--- src/rtl/assert_macros.svh ---
// Assertion macros shared by the classifier RTL.
// Needs clk and arst_n in scope where used.
`ifndef ASSERT_MACROS_SVH
`define ASSERT_MACROS_SVH

// Property that holds at every clock edge outside reset.
`define WHC_CHECK(lbl, prop, msg) \
	lbl: assert property (@(posedge clk) disable iff (!arst_n) (prop)) else $error(msg);

// Property that must hold in the cycle after the trigger.
`define WHC_CHECK_NEXT(lbl, trig, prop, msg) \
	lbl: assert property (@(posedge clk) disable iff (!arst_n) (trig) |=> (prop)) else $error(msg);

`endif

--- src/rtl/whc_pkg.sv ---
// Types, constants and the CORDIC angle table of the hue classifier.
// No dependencies.
package whc_pkg;

	localparam int WINDOW = 10;
	localparam int DEPTH = WINDOW + 1;
	localparam int PTR_W = (DEPTH > 1) ? $clog2(DEPTH) : 1;
	localparam int FILL_W = $clog2(DEPTH + 1);
	localparam int TOT_W = $clog2(1023 * DEPTH + 1);
	localparam int COS_W = $clog2(32767 * DEPTH + 1) + 1;
	localparam int XY_W = COS_W + 10;
	localparam int Z_W = 24;
	localparam int ITERS = 16;
	localparam int ITER_W = $clog2(ITERS);
	localparam int QUEUE_DEPTH = 2;

	// reciprocal of DEPTH, rounded up, exact for every total below 2^TOT_W
	localparam int DIV_SH = TOT_W + PTR_W;
	localparam int DIV_MUL = ((1 << DIV_SH) + DEPTH - 1) / DEPTH;
	localparam int PROD_W = TOT_W + DIV_SH;

	localparam int HUE_W = 12;
	localparam int PCT_W = 10;
	localparam int Q15_W = 16;
	localparam int CORDIC_GAIN = 19898;
	localparam int Q15_MAX = 32767;
	localparam int FULL_TURN = 3600;
	localparam int HALF_TURN = 1800;
	localparam int QUARTER_TURN = 900;

	localparam int CFG_IDX_W = 3;
	localparam int CFG_DATA_W = 12;
	localparam logic [CFG_IDX_W-1:0] CFG_SAT_MIN = 3'd0;
	localparam logic [CFG_IDX_W-1:0] CFG_BRIGHT_MIN = 3'd1;
	localparam logic [CFG_IDX_W-1:0] CFG_BRIGHT_MAX = 3'd2;
	localparam logic [CFG_IDX_W-1:0] CFG_RED_FROM = 3'd3;
	localparam logic [CFG_IDX_W-1:0] CFG_RED_TO = 3'd4;
	localparam logic [CFG_IDX_W-1:0] CFG_BLUE_FROM = 3'd5;
	localparam logic [CFG_IDX_W-1:0] CFG_BLUE_TO = 3'd6;

	localparam logic [1:0] CLASS_NONE = 2'd0;
	localparam logic [1:0] CLASS_RED = 2'd1;
	localparam logic [1:0] CLASS_BLUE = 2'd2;

	typedef struct packed {
		logic [HUE_W-1:0] hue_sample;
		logic [PCT_W-1:0] sat_sample;
		logic [PCT_W-1:0] bright_sample;
	} in_item_t;

	typedef struct packed {
		logic [1:0]       color_class;
		logic             window_full;
		logic [HUE_W-1:0] mean_hue;
		logic [PCT_W-1:0] mean_sat;
		logic [PCT_W-1:0] mean_bright;
	} out_item_t;

	typedef struct packed {
		logic [PCT_W-1:0] sat_minimum;
		logic [PCT_W-1:0] bright_minimum;
		logic [PCT_W-1:0] bright_maximum;
		logic [HUE_W-1:0] red_hue_from;
		logic [HUE_W-1:0] red_hue_to;
		logic [HUE_W-1:0] blue_hue_from;
		logic [HUE_W-1:0] blue_hue_to;
	} cfg_t;

	typedef enum logic [2:0] {
		S_IDLE,
		S_TRIG,
		S_ACC,
		S_ATAN_LD,
		S_ATAN,
		S_CLASS,
		S_DONE
	} eng_state_t;

	// atan(2^-i) in units of 1/2560 degree
	function automatic logic signed [Z_W-1:0] atan_unit(input logic [ITER_W-1:0] idx);
		logic signed [Z_W-1:0] v;
		unique case (idx)
			4'd0: v = 24'sd115200;
			4'd1: v = 24'sd68007;
			4'd2: v = 24'sd35933;
			4'd3: v = 24'sd18240;
			4'd4: v = 24'sd9155;
			4'd5: v = 24'sd4582;
			4'd6: v = 24'sd2292;
			4'd7: v = 24'sd1146;
			4'd8: v = 24'sd573;
			4'd9: v = 24'sd286;
			4'd10: v = 24'sd143;
			4'd11: v = 24'sd72;
			4'd12: v = 24'sd36;
			4'd13: v = 24'sd18;
			4'd14: v = 24'sd9;
			4'd15: v = 24'sd4;
		endcase
		return v;
	endfunction

endpackage

--- src/rtl/whc_queue.sv ---
// Front part: accepts sensor samples into a short queue for the engine.
// Depends on whc_pkg and assert_macros.svh.
module whc_queue (
	input  logic            clk,
	input  logic            arst_n,
	input  logic            in_valid,
	output logic            in_stall,
	input  whc_pkg::in_item_t in_data,
	output logic            q_valid,
	input  logic            q_pop,
	output whc_pkg::in_item_t q_data
);
	import whc_pkg::*;

	localparam int QP_W = (QUEUE_DEPTH > 1) ? $clog2(QUEUE_DEPTH) : 1;
	localparam int QC_W = $clog2(QUEUE_DEPTH + 1);

	in_item_t mem_q [QUEUE_DEPTH];
	logic [QP_W-1:0] wr_q, rd_q;
	logic [QC_W-1:0] count_q;
	logic push, pop;

	assign in_stall = (count_q == QC_W'(QUEUE_DEPTH));
	assign q_valid = (count_q != '0);
	assign q_data = mem_q[rd_q];
	assign push = in_valid & ~in_stall;
	assign pop = q_pop & q_valid;

	always_ff @(posedge clk or negedge arst_n) begin
		if (!arst_n) begin
			wr_q <= '0;
			rd_q <= '0;
			count_q <= '0;
		end else begin
			if (push) begin
				wr_q <= (wr_q == QP_W'(QUEUE_DEPTH - 1)) ? '0 : wr_q + 1'b1;
			end
			if (pop) begin
				rd_q <= (rd_q == QP_W'(QUEUE_DEPTH - 1)) ? '0 : rd_q + 1'b1;
			end
			if (push && !pop) begin
				count_q <= count_q + 1'b1;
			end else if (pop && !push) begin
				count_q <= count_q - 1'b1;
			end
		end
	end

	always_ff @(posedge clk) begin
		if (push) begin
			mem_q[wr_q] <= in_data;
		end
	end

`include "assert_macros.svh"
	`WHC_CHECK(a_q_count_bound, count_q <= QC_W'(QUEUE_DEPTH), "queue count past depth")
	`WHC_CHECK(a_q_pop_valid, !q_pop || q_valid, "engine popped an empty queue")

endmodule

--- src/rtl/whc_engine.sv ---
// Back part: window rings, running totals, shared CORDIC, means and class.
// Depends on whc_pkg and assert_macros.svh.
module whc_engine (
	input  logic               clk,
	input  logic               arst_n,
	input  logic               q_valid,
	output logic               q_pop,
	input  whc_pkg::in_item_t  q_data,
	input  whc_pkg::cfg_t      cfg,
	output logic               out_valid,
	input  logic               out_stall,
	output whc_pkg::out_item_t out_data
);
	import whc_pkg::*;

	eng_state_t state_q, state_nx;
	logic [ITER_W-1:0] it_q;
	logic signed [XY_W-1:0] x_q, y_q;
	logic signed [Z_W-1:0] z_q;
	logic vec_q, flip_q, zero_q;
	logic [PCT_W-1:0] sat_item_q, bri_item_q;

	logic signed [Q15_W-1:0] cos_ring_q [DEPTH];
	logic signed [Q15_W-1:0] sin_ring_q [DEPTH];
	logic [PCT_W-1:0] sat_ring_q [DEPTH];
	logic [PCT_W-1:0] bri_ring_q [DEPTH];

	logic [PTR_W-1:0] ptr_q;
	logic [FILL_W-1:0] fill_q;
	logic [TOT_W-1:0] sat_tot_q, bri_tot_q;
	logic signed [COS_W-1:0] cos_tot_q, sin_tot_q;

	out_item_t res_q, out_q;
	logic out_valid_q;

	logic last_it, full, load_out;
	logic pos;
	logic signed [XY_W-1:0] sh_x, sh_y, x_n, y_n, x_f, y_f;
	logic signed [Z_W-1:0] z_n, atan_v, z0;
	logic signed [HUE_W:0] a_w, a_s;
	logic flip0;
	logic signed [Q15_W-1:0] c_new, s_new;
	logic signed [COS_W-1:0] c_old, s_old;
	logic [TOT_W-1:0] sat_old, bri_old;
	logic signed [Z_W-1:0] t_raw, t_w;
	logic [HUE_W-1:0] mh;
	logic limits_ok, is_red, is_blue;
	logic [1:0] cls;
	logic [PROD_W-1:0] sat_prod, bri_prod;

	function automatic logic signed [Q15_W-1:0] clamp_q15(input logic signed [XY_W-1:0] v);
		logic signed [Q15_W-1:0] r;
		if (v > XY_W'(Q15_MAX)) begin
			r = Q15_W'(Q15_MAX);
		end else if (v < -XY_W'(Q15_MAX)) begin
			r = -Q15_W'(Q15_MAX);
		end else begin
			r = v[Q15_W-1:0];
		end
		return r;
	endfunction

	assign last_it = (it_q == ITER_W'(ITERS - 1));
	assign full = (fill_q == FILL_W'(DEPTH));

	// Angle reduction of the incoming hue to -90..90 degrees
	always_comb begin
		a_w = $signed({1'b0, q_data.hue_sample});
		if (a_w >= (HUE_W+1)'(FULL_TURN)) begin
			a_w = a_w - (HUE_W+1)'(FULL_TURN);
		end
		flip0 = 1'b0;
		a_s = a_w;
		if (a_w > (HUE_W+1)'(FULL_TURN - QUARTER_TURN)) begin
			a_s = a_w - (HUE_W+1)'(FULL_TURN);
		end else if (a_w > (HUE_W+1)'(QUARTER_TURN)) begin
			a_s = a_w - (HUE_W+1)'(HALF_TURN);
			flip0 = 1'b1;
		end
		z0 = Z_W'(a_s) <<< 8;
	end

	// Shared CORDIC step: rotation mode steers on z, vectoring mode on y
	always_comb begin
		sh_x = x_q >>> it_q;
		sh_y = y_q >>> it_q;
		atan_v = atan_unit(it_q);
		pos = vec_q ? (y_q < 0) : (z_q >= 0);
		x_n = pos ? x_q - sh_y : x_q + sh_y;
		y_n = pos ? y_q + sh_x : y_q - sh_x;
		z_n = pos ? z_q - atan_v : z_q + atan_v;
	end

	always_comb begin
		x_f = flip_q ? -x_q : x_q;
		y_f = flip_q ? -y_q : y_q;
		c_new = clamp_q15(x_f);
		s_new = clamp_q15(y_f);
		c_old = full ? COS_W'(cos_ring_q[ptr_q]) : '0;
		s_old = full ? COS_W'(sin_ring_q[ptr_q]) : '0;
		sat_old = full ? TOT_W'(sat_ring_q[ptr_q]) : '0;
		bri_old = full ? TOT_W'(bri_ring_q[ptr_q]) : '0;
	end

	// Means by reciprocal multiplication
	always_comb begin
		sat_prod = PROD_W'(sat_tot_q) * PROD_W'(DIV_MUL);
		bri_prod = PROD_W'(bri_tot_q) * PROD_W'(DIV_MUL);
	end

	always_comb begin
		t_raw = (z_q + Z_W'(128)) >>> 8;
		if (t_raw < 0) begin
			t_w = t_raw + Z_W'(FULL_TURN);
		end else if (t_raw >= Z_W'(FULL_TURN)) begin
			t_w = t_raw - Z_W'(FULL_TURN);
		end else begin
			t_w = t_raw;
		end
		mh = zero_q ? '0 : t_w[HUE_W-1:0];
		limits_ok = (sat_tot_q >= TOT_W'(cfg.sat_minimum * DEPTH))
			&& (bri_tot_q >= TOT_W'(cfg.bright_minimum * DEPTH))
			&& (bri_tot_q <= TOT_W'(cfg.bright_maximum * DEPTH));
		if (cfg.red_hue_from > cfg.red_hue_to) begin
			is_red = (mh >= cfg.red_hue_from) || (mh <= cfg.red_hue_to);
		end else begin
			is_red = (mh >= cfg.red_hue_from) && (mh <= cfg.red_hue_to);
		end
		is_blue = (mh >= cfg.blue_hue_from) && (mh <= cfg.blue_hue_to);
		priority if (!limits_ok) begin
			cls = CLASS_NONE;
		end else if (is_red) begin
			cls = CLASS_RED;
		end else if (is_blue) begin
			cls = CLASS_BLUE;
		end else begin
			cls = CLASS_NONE;
		end
	end

	always_comb begin
		state_nx = state_q;
		unique case (state_q)
			S_IDLE: if (q_valid) begin
				state_nx = S_TRIG;
			end
			S_TRIG: if (last_it) begin
				state_nx = S_ACC;
			end
			S_ACC: state_nx = full ? S_ATAN_LD : S_DONE;
			S_ATAN_LD: state_nx = S_ATAN;
			S_ATAN: if (last_it) begin
				state_nx = S_CLASS;
			end
			S_CLASS: state_nx = S_DONE;
			S_DONE: if (!out_valid_q || !out_stall) begin
				state_nx = S_IDLE;
			end
			default: state_nx = S_IDLE;
		endcase
	end

	always_comb begin
		q_pop = (state_q == S_IDLE) && q_valid;
		load_out = (state_q == S_DONE) && (!out_valid_q || !out_stall);
	end

	always_ff @(posedge clk or negedge arst_n) begin
		if (!arst_n) begin
			state_q <= S_IDLE;
			it_q <= '0;
			ptr_q <= '0;
			fill_q <= '0;
			sat_tot_q <= '0;
			bri_tot_q <= '0;
			cos_tot_q <= '0;
			sin_tot_q <= '0;
			out_valid_q <= 1'b0;
		end else begin
			state_q <= state_nx;
			if (state_q == S_TRIG || state_q == S_ATAN) begin
				it_q <= it_q + 1'b1;
			end else begin
				it_q <= '0;
			end
			if (state_q == S_ACC) begin
				cos_tot_q <= cos_tot_q - c_old + COS_W'(c_new);
				sin_tot_q <= sin_tot_q - s_old + COS_W'(s_new);
				sat_tot_q <= sat_tot_q - sat_old + TOT_W'(sat_item_q);
				bri_tot_q <= bri_tot_q - bri_old + TOT_W'(bri_item_q);
				ptr_q <= (ptr_q == PTR_W'(DEPTH - 1)) ? '0 : ptr_q + 1'b1;
				if (!full) begin
					fill_q <= fill_q + 1'b1;
				end
			end
			if (load_out) begin
				out_valid_q <= 1'b1;
			end else if (!out_stall) begin
				out_valid_q <= 1'b0;
			end
		end
	end

	always_ff @(posedge clk) begin
		unique case (state_q)
			S_IDLE: begin
				sat_item_q <= q_data.sat_sample;
				bri_item_q <= q_data.bright_sample;
				x_q <= XY_W'(CORDIC_GAIN);
				y_q <= '0;
				z_q <= z0;
				flip_q <= flip0;
				vec_q <= 1'b0;
			end
			S_TRIG, S_ATAN: begin
				x_q <= x_n;
				y_q <= y_n;
				z_q <= z_n;
			end
			S_ACC: begin
				cos_ring_q[ptr_q] <= c_new;
				sin_ring_q[ptr_q] <= s_new;
				sat_ring_q[ptr_q] <= sat_item_q;
				bri_ring_q[ptr_q] <= bri_item_q;
				res_q <= '0;
			end
			S_ATAN_LD: begin
				zero_q <= (cos_tot_q == '0) && (sin_tot_q == '0);
				vec_q <= 1'b1;
				flip_q <= 1'b0;
				// pre-rotate by a half turn when the cosine total is negative
				if (cos_tot_q < 0) begin
					x_q <= -(XY_W'(cos_tot_q) <<< 8);
					y_q <= -(XY_W'(sin_tot_q) <<< 8);
					z_q <= Z_W'(HALF_TURN * 256);
				end else begin
					x_q <= XY_W'(cos_tot_q) <<< 8;
					y_q <= XY_W'(sin_tot_q) <<< 8;
					z_q <= '0;
				end
			end
			S_CLASS: begin
				res_q.color_class <= cls;
				res_q.window_full <= 1'b1;
				res_q.mean_hue <= mh;
				res_q.mean_sat <= sat_prod[DIV_SH +: PCT_W];
				res_q.mean_bright <= bri_prod[DIV_SH +: PCT_W];
			end
			S_DONE: begin
				if (load_out) begin
					out_q <= res_q;
				end
			end
			default: begin
			end
		endcase
	end

	assign out_valid = out_valid_q;
	assign out_data = out_q;

`include "assert_macros.svh"
	`WHC_CHECK(a_fill_bound, fill_q <= FILL_W'(DEPTH), "fill count past depth")
	`WHC_CHECK(a_ptr_bound, ptr_q <= PTR_W'(DEPTH - 1), "ring pointer past depth")
	`WHC_CHECK_NEXT(a_load_shows, load_out, out_valid_q, "result not presented after load")
	`WHC_CHECK_NEXT(a_pop_starts, q_pop, state_q == S_TRIG, "popped item did not start")

endmodule

--- src/rtl/windowed_hue_color_classifier_core.sv ---
// Top level of the windowed hue classifier: registers, sample queue, engine.
// Depends on whc_pkg, whc_queue and whc_engine.
// Each sample runs 16 CORDIC rotation steps for its new hue and, once the window is full,
// 16 vectoring steps for the mean hue.
// The single CORDIC unit is shared, so the engine takes a new sample only after the last result is loaded.
// Reset: configuration registers return to their defaults and the window starts empty.
module windowed_hue_color_classifier_core (
	input  logic                                clk,
	input  logic                                arst_n,
	input  logic                                in_valid,
	output logic                                in_stall,
	input  whc_pkg::in_item_t                   in_data,
	output logic                                out_valid,
	input  logic                                out_stall,
	output whc_pkg::out_item_t                  out_data,
	input  logic                                cfg_we,
	input  logic [whc_pkg::CFG_IDX_W-1:0]       cfg_index,
	input  logic [whc_pkg::CFG_DATA_W-1:0]      cfg_wdata
);
	import whc_pkg::*;

	cfg_t cfg_q;
	logic q_valid, q_pop;
	in_item_t q_data;

	always_ff @(posedge clk or negedge arst_n) begin
		if (!arst_n) begin
			cfg_q.sat_minimum <= PCT_W'(200);
			cfg_q.bright_minimum <= PCT_W'(50);
			cfg_q.bright_maximum <= PCT_W'(950);
			cfg_q.red_hue_from <= HUE_W'(3500);
			cfg_q.red_hue_to <= HUE_W'(200);
			cfg_q.blue_hue_from <= HUE_W'(2000);
			cfg_q.blue_hue_to <= HUE_W'(2400);
		end else if (cfg_we) begin
			unique case (cfg_index)
				CFG_SAT_MIN: cfg_q.sat_minimum <= cfg_wdata[PCT_W-1:0];
				CFG_BRIGHT_MIN: cfg_q.bright_minimum <= cfg_wdata[PCT_W-1:0];
				CFG_BRIGHT_MAX: cfg_q.bright_maximum <= cfg_wdata[PCT_W-1:0];
				CFG_RED_FROM: cfg_q.red_hue_from <= cfg_wdata[HUE_W-1:0];
				CFG_RED_TO: cfg_q.red_hue_to <= cfg_wdata[HUE_W-1:0];
				CFG_BLUE_FROM: cfg_q.blue_hue_from <= cfg_wdata[HUE_W-1:0];
				CFG_BLUE_TO: cfg_q.blue_hue_to <= cfg_wdata[HUE_W-1:0];
				default: begin
				end
			endcase
		end
	end

	whc_queue u_queue (
		.clk      (clk),
		.arst_n   (arst_n),
		.in_valid (in_valid),
		.in_stall (in_stall),
		.in_data  (in_data),
		.q_valid  (q_valid),
		.q_pop    (q_pop),
		.q_data   (q_data)
	);

	whc_engine u_engine (
		.clk       (clk),
		.arst_n    (arst_n),
		.q_valid   (q_valid),
		.q_pop     (q_pop),
		.q_data    (q_data),
		.cfg       (cfg_q),
		.out_valid (out_valid),
		.out_stall (out_stall),
		.out_data  (out_data)
	);

endmodule
--- config.mk ---
export PLATFORM = sky130hd
export DESIGN_NAME = windowed_hue_color_classifier_core
export DESIGN_NICKNAME = d
export VERILOG_FILES = /design/src/rtl/whc_pkg.sv /design/src/rtl/whc_queue.sv /design/src/rtl/whc_engine.sv /design/src/rtl/windowed_hue_color_classifier_core.sv
export VERILOG_INCLUDE_DIRS = /design/src /design/src/rtl
export SDC_FILE = /design/constraint.sdc
export NUM_CORES = 2
export LEC_CHECK = 0
export BUFFER_PORTS_ARGS = -buffer_cell sky130_fd_sc_hd__buf_2
export CAP_MARGIN = 20
export CORE_MARGIN = 2
export CORE_UTILIZATION = 65
export CTS_CLUSTER_SIZE = 14
export DETAILED_ROUTE_END_ITERATION = 12
export HOLD_SLACK_MARGIN = 0.15
export PLACE_DENSITY = 0.88
export RECOVER_POWER = 100
export SLEW_MARGIN = 20
export SYNTH_ARGS = -nofsm -noshare
export SYNTH_HDL_FRONTEND = slang
export SYNTH_HIERARCHICAL = 1
export SYNTH_SLANG_ARGS = --single-unit
--- constraint.sdc ---
create_clock -name clk -period 9.5 [get_ports clk]
set_input_delay 0.475 -clock clk [delete_from_list [all_inputs] [get_ports clk]]
set_output_delay 0.475 -clock clk [all_outputs]
set_load 0.1 [all_outputs]
## After elaboration in Yosys (flattened, before gate mapping)

Memories as Yosys holds them, arrays and structs flattened.
Index checks and enable logic that the tools add are counted.

| word-level totals | value |
|---|---|
| register bits after elaboration | 343 |
| bits in writable memories | 636 |
| memory bits (read-only) | 272 |
| bits in latches | 0 |
| memories kept | 6 |
| output and inout port bits | 37 |
| word-level logic and storage cells | 215 |

Memories:

| memory | words | width | rd ports | clocked after Yosys merged registers in | write ports | line | source |
|---|---|---|---|---|---|---|---|
| (no name shown) | 16 | 17 | 1 | 0 | 0 | whc_pkg.sv:82 | `unique case (idx)` |
| u_engine.cos_ring_q | 11 | 16 | 1 | 0 | 1 | whc_engine.sv:23 | `logic signed [Q15_W-1:0] cos_ring_q [DEPTH];` |
| u_engine.sin_ring_q | 11 | 16 | 1 | 0 | 1 | whc_engine.sv:24 | `logic signed [Q15_W-1:0] sin_ring_q [DEPTH];` |
| u_engine.bri_ring_q | 11 | 10 | 1 | 0 | 1 | whc_engine.sv:26 | `logic [PCT_W-1:0] bri_ring_q [DEPTH];` |
| u_engine.sat_ring_q | 11 | 10 | 1 | 0 | 1 | whc_engine.sv:25 | `logic [PCT_W-1:0] sat_ring_q [DEPTH];` |
| u_queue.mem_q | 2 | 32 | 1 | 0 | 1 | whc_queue.sv:18 | `in_item_t mem_q [QUEUE_DEPTH];` |

| operators by class | value |
|---|---|
| add/subtract/negate cells | 31 |
| div/mod/pow operators | 0 |
| reduce and logical (&&, ||, !) cells | 36 |
| $mul | 5 |
| magnitude comparators | 20 |
| bitwise operators | 4 |
| shift-type cells | 2 |
| eq/ne operators | 21 |
| mux-type cells | 53 |

Operator list:

| cell | number |
|---|---|
| two-way mux 30 bit | 6 |
| case mux 30 bit (3 select lines) | 2 |
| case mux 24 bit (3 select lines) | 1 |
| case mux 35 bit (2 select lines) | 1 |
| two-way mux 16 bit | 4 |
| adder 30 bit | 2 |
| greater-than comparator 30 x 16 -> 1 bit (second input constant) | 2 |
| < comparator 30 x 16 -> 1 bit (second input constant) | 2 |
| negator 28 -> 30 bit | 2 |
| negator 30 bit | 2 |
| >>> shifter 30 x 4 -> 30 bit | 2 |
| subtractor 30 bit | 2 |
| multiplier 14 x 12 -> 25 bit (second input constant) | 2 |
| multiplier 10 x 4 -> 14 bit (second input constant) | 3 |
| adder 20 x 16 -> 20 bit | 2 |
| zero test 20 bit | 2 |
| two-way mux 20 bit | 2 |
| subtractor 20 bit | 2 |
| two-way mux 13 bit | 3 |
| two-way mux 12 bit | 3 |
| < comparator 30 x 1 -> 1 bit (second input constant) | 1 |
| adder 14 x 10 -> 14 bit | 2 |
| >= comparator 14 bit | 2 |
| subtractor 14 bit | 2 |
| other kinds (50) | 118 |

## Depth between registers and ports, before layout

| logic depth | value |
|---|---|
| depth in word-level cells | 11 |
| mapped depth | 28 |

## By module

The synthesis kept the hierarchy.

By module, submodules not included:

| module | times used | sequential area each (um2) | area an instance (um2) | cells each |
|---|---|---|---|---|
| whc_engine | 1 | 24593.6 | 59130.5 | 5379 |
| windowed_hue_color_classifier_core | 1 | 1993.2 | 3070.4 | 170 |
| whc_queue | 1 | 2021.9 | 2662.6 | 119 |

## Least setup slack after synthesis

No wires, ideal clock.

| timing path | value |
|---|---|
| path type | register to register |
| start point | register u_engine.y_q[1] |
| end point | register u_engine.sin_tot_q[18] |
| path slack | 2.832 ns |
| cell stages (with the launch flop) | 26 |
| data arrival time | 6.544 ns |
| setup time | 0.125 ns |
| required time | 9.375 ns |
| path through | edfxtp_1 -> inv_1 -> ha_1 -> or4b_1 -> or4_4 -> or2_1 -> or4_4 -> xor2_1 -> a31oi_1 -> nor3_1 -> o311a_1 -> a21oi_4 -> buf_6 -> o21ai_0 -> fa_1 -> ha_1 -> a21o_1 -> a21oi_1 -> o21a_1 -> o211ai_1 -> nand3_1 -> a21oi_1 -> or4_1 -> a31o_2 -> xor2_1 -> mux2_2 |

| on the way | value |
|---|---|
| longest elaborated chain between the ends | 6 |
| elaborated cells between the ends (all ways) | 7 |

RTL lines:

| what | line | source |
|---|---|---|
| from (decl) | whc_engine.sv:18 | `logic signed [XY_W-1:0] x_q, y_q;` |
| from (signal assigned) | whc_engine.sv:217 | `y_q <= y_n;` |
| from (signal assigned) | whc_engine.sv:234 | `y_q <= -(XY_W'(sin_tot_q) <<< 8);` |
| from (signal assigned) | whc_engine.sv:238 | `y_q <= XY_W'(sin_tot_q) <<< 8;` |
| negator 30 bit | whc_engine.sv:96 | `y_f = flip_q ? -y_q : y_q;` |
| two-way mux 30 bit (*) | whc_engine.sv:96 |  |
| < comparator 30 x 16 -> 1 bit | whc_engine.sv:55 | `end else if (v < -XY_W'(Q15_MAX)) begin` |
| two-way mux 16 bit | whc_engine.sv:55 |  |
| two-way mux 16 bit (*) | whc_engine.sv:53 | `if (v > XY_W'(Q15_MAX)) begin` |
| net u_engine.s_new[2] | whc_engine.sv:42 | `logic signed [Q15_W-1:0] c_new, s_new;` |
| adder 20 x 16 -> 20 bit (*) | whc_engine.sv:188 | `sin_tot_q <= sin_tot_q - s_old + COS_W'(s_new);` |
| to (signal assigned) | whc_engine.sv:188 |  |
| to (decl) | whc_engine.sv:31 | `logic signed [COS_W-1:0] cos_tot_q, sin_tot_q;` |

The timed path passes the listed nets; every way through them passes the cells marked *.
A chain may end at the register's enable or synchronous reset.

## Worst setup path after layout

| timing path | value |
|---|---|
| start point | register u_engine.ptr_q[1] |
| end point | register u_engine.cos_tot_q[19] |

| on the way | value |
|---|---|
| longest elaborated chain between the ends | 4 |

RTL lines:

| what | line | source |
|---|---|---|
| from (decl) | whc_engine.sv:28 | `logic [PTR_W-1:0] ptr_q;` |
| from (signal assigned) | whc_engine.sv:191 | `ptr_q <= (ptr_q == PTR_W'(DEPTH - 1)) ? '0 : ptr_q + 1'b1;` |
| memory (11 x 16 bit) | -- |  |
| two-way mux 20 bit | whc_engine.sv:99 | `c_old = full ? COS_W'(cos_ring_q[ptr_q]) : '0;` |
| subtractor 20 bit | whc_engine.sv:187 | `cos_tot_q <= cos_tot_q - c_old + COS_W'(c_new);` |
| adder 20 x 16 -> 20 bit | whc_engine.sv:187 |  |
| to (signal assigned) | whc_engine.sv:187 |  |
| to (decl) | whc_engine.sv:31 |  |

Every way passes these cells.

==> flow_summary_export.csv <==
group,metric,value,unit
synthesis,synth_seq_cells,979,
clocking,cts_tree,"built",
floorplan,start_util,65.71,%
timing,skew,59.57,ps
cells_and_area,antenna_cells,0,
timing,finalCritPeriodShare,87.96,%
floorplan,die_width,319.9,um
routing,drc_errors,1,
timing,layout_min_cycle_time,8356,ps
setup_path,critPathLaunchType,"flip-flop",
routing,routed-wl-met3,17.34,mm
synthesis,synthFlopType,"edfxtp_1",
synthesis,synth_edf_count,813,
global_routing,grt_pass1_wl,265.4,mm
clocking,clockBufferDepth,3,
floorplan,core_area,0.09871,mm^2
floorplan,fp-row-count,115,
hold_path,hold_class,"primary input to flip-flop",
floorplan,die_area,0.1023,mm^2
cells_and_area,fin_nets,6485,
setup_path,end_kind,"flip-flop",
clocking,clockRootBuffer,"clkbuf_16",
timing,slew-limit-headroom,-187.9,%
synthesis,synth_most_common_cell,"edfxtp_1",
timing,final-hold-violation-count,0,
timing,finalMaxSlewViolations,1340,
setup_path,reg2reg_depth,18,
setup_path,r2r_slack,1140,ps
floorplan,ios,89,
global_routing,grt-ovfl-total,0,
setup_path,worst-endpoint-required,10100,ps
place,io_buffers,88,
setup_path,worstPathArrival,8950,ps
timing,tns,0,ps
routing,dr.pass1.iters,10,
routing,wl,172.0,mm
clocking,cts_made_buffers,99,
timing,rsz0062_at_grt,"false",
global_routing,antenna_found_initial,1,
synthesis,synth_async_sr_flop_share,16.96,%
synthesis,synth_top_area_cell,"edfxtp_1",
cells_and_area,drive_gt1_share,9.575,%
run_status,status,"finished with violations",
routing,drtIter0Drc,4956,
synthesis,netlist_instances,5668,
global_routing,grt_pass1_vias,47340,
routing,vias_per_cell,6.561,
global_routing,grt_max_degree,85,
global_routing,track_usage,33.43,%
clocking,insertion_delay,720,ps
routing,postRouteAntennaNets,0,
clocking,clk_pin_slew_worst_paths,60,ps
clocking,cts.hold.buffers_added,43,
floorplan,dieHeight,319.9,um
routing,drt-met1-wl,63.80,mm
routing,wl_per_cell,24.22,um
synthesis,synth_common_cells,"813 x edfxtp_1, 653 x inv_1, 522 x ha_1",
cells_and_area,area_growth,7.673,%
place,hpwl,113.5,mm
setup_path,worstSetupEndpoint,"u_engine/cos_tot_q[19]",
run_status,failed_checks,"design-rule violations, max-capacitance violations, max-slew violations",
synthesis,synth.distinct_cells,99,
timing,tightest_slew,4319,ps
synthesis,syn_nets,6422,
timing,max_freq,0.1197,GHz
place,gp_congestion,0.9518,
clocking,post-cts-setup-buffer-count,0,
run,maxCapViolCount,40,
clocking,clock_sinks,979,
synthesis,ys_warn_count,6,
setup_path,r2r-start,"u_engine/ptr_q[1]",
setup_path,startpoint,"u_engine/ptr_q[1]",
setup_path,crit_type,"flip-flop to flip-flop",
routing,highest_layer,"met4",
routing,met2_length,80.82,mm
clocking,h-tree-depth,3,
clocking,cts_resized,0,
synthesis,synth_top_area_share,37.64,%
synthesis,ys_seq_area_share,44.11,%
setup_path,r2r-end,"u_engine/cos_tot_q[19]",
setup_path,critPathMaxFanout,74,
synthesis,syn_area,0.06486,mm^2
routing,vias,46610,
synthesis,avgSynthCellArea,11.44,um^2
synthesis,synth.area.top_cells,"edfxtp_1 38%, ha_1 10%, fa_1 5.6%",
timing,setup_violations,0,
## how the worst min path moves through the flow
stage / from / end / cells past startpoint
after global routing: cfg_wdata[7] / cfg_q[7] / 2
final: cfg_wdata[7] / cfg_q[43] / 2
after global placement: u_engine/res_q[1] / u_engine/out_data[1] / 0
after CTS: cfg_wdata[7] / cfg_q[43] / 2
after detailed placement: u_engine/res_q[1] / u_engine/out_data[1] / 0
after floorplan: arst_n / cfg_q[0] / 0
## layout by cell type, fill, tap and decap left out, drive strengths merged, types with 52 or more instances in the layout
cell / Yosys / routed
a211oi: 128 / 128
nand3: 76 / 76
o21ai: 287 / 287
mux2: 145 / 145
fa: 180 / 180
xor2: 148 / 148
xnor2: 219 / 219
ha: 522 / 522
a21oi: 279 / 279
nor3: 78 / 78
clkbuf: 153 / 240
edfxtp: 813 / 813
mux4: 148 / 148
nand2: 330 / 330
inv: 654 / 664
mux2i: 116 / 116
and2: 69 / 69
nand2b: 52 / 52
dfrtp: 133 / 133
a21o: 97 / 97
nor2: 298 / 298
## critical path, stage by stage, from the launching register on
cell	delay (ps)
dfrtp_4	680
clkbuf_1	2780
mux4_2	680
and2_0	160
a211oi_1	70
a211oi_1	710
fa_1	560
inv_1	80
ha_1	270
o21ai_0	240
o211ai_1	170
a41oi_1	440
o311ai_0	220
a31o_2	290
a21o_1	180
a21oi_1	160
xnor2_1	130
nor2_1	60
xnor2_1	240
## layer usage
layer	vias up	track usage [%]
met3	600	6.624
met1	22630	42.69
li1	20630	-
met5	-	0
met2	2746	54.74
met4	0	16.71
## flip-flops by register name, summed over array words and instances, names as in the netlist, 35 cells and up
signal / count
u_engine/cos_ring_q: 176
u_engine/sin_ring_q: 176
u_engine/bri_ring_q: 110
u_engine/sat_ring_q: 110
cfg_q: 78
u_queue/mem_q: 64
u_engine/out_data: 35
u_engine/res_q: 35
## logic make-up after synthesis
family,share of synthesized area (%)
buf+inv,5.432
mux,9.678
simple gates,8.821
xor+xnor,4.979
compound gates,11.36
fa+ha+maj,15.62
flops,44.11
## through the flow
step           instance area (um^2)  hold WS [ps]  worst slack [ps]  cells  util (%)
2_1_floorplan                 64860         179.4              2832   5668         -
3_3_place_gp                  66490         402.5              2119   6872     67.36
3_5_place_dp                  66490         405.4              1788   6872     67.36
4_1_cts                       70270         158.7              1676   7102     71.20
5_1_grt                       69840         166.9             792.6   7104     70.76
6_report                      69840         187.9              1144   7104     70.76
## cell type report
class / instances / area (um^2)
Fill cell: 6448 / 28870
Sequential cell: 979 / 28630
Inverter: 659 / 2474
Clock inverter: 47 / 553.0
Tap cell: 1287 / 1610
Clock buffer: 140 / 2805
Multi-Input combinational cell: 3798 / 32640
Timing Repair Buffer: 194 / 1135
Power is not shown: default switching activity piles up to over one toggle a cycle in this logic, so the estimate is an artifact.
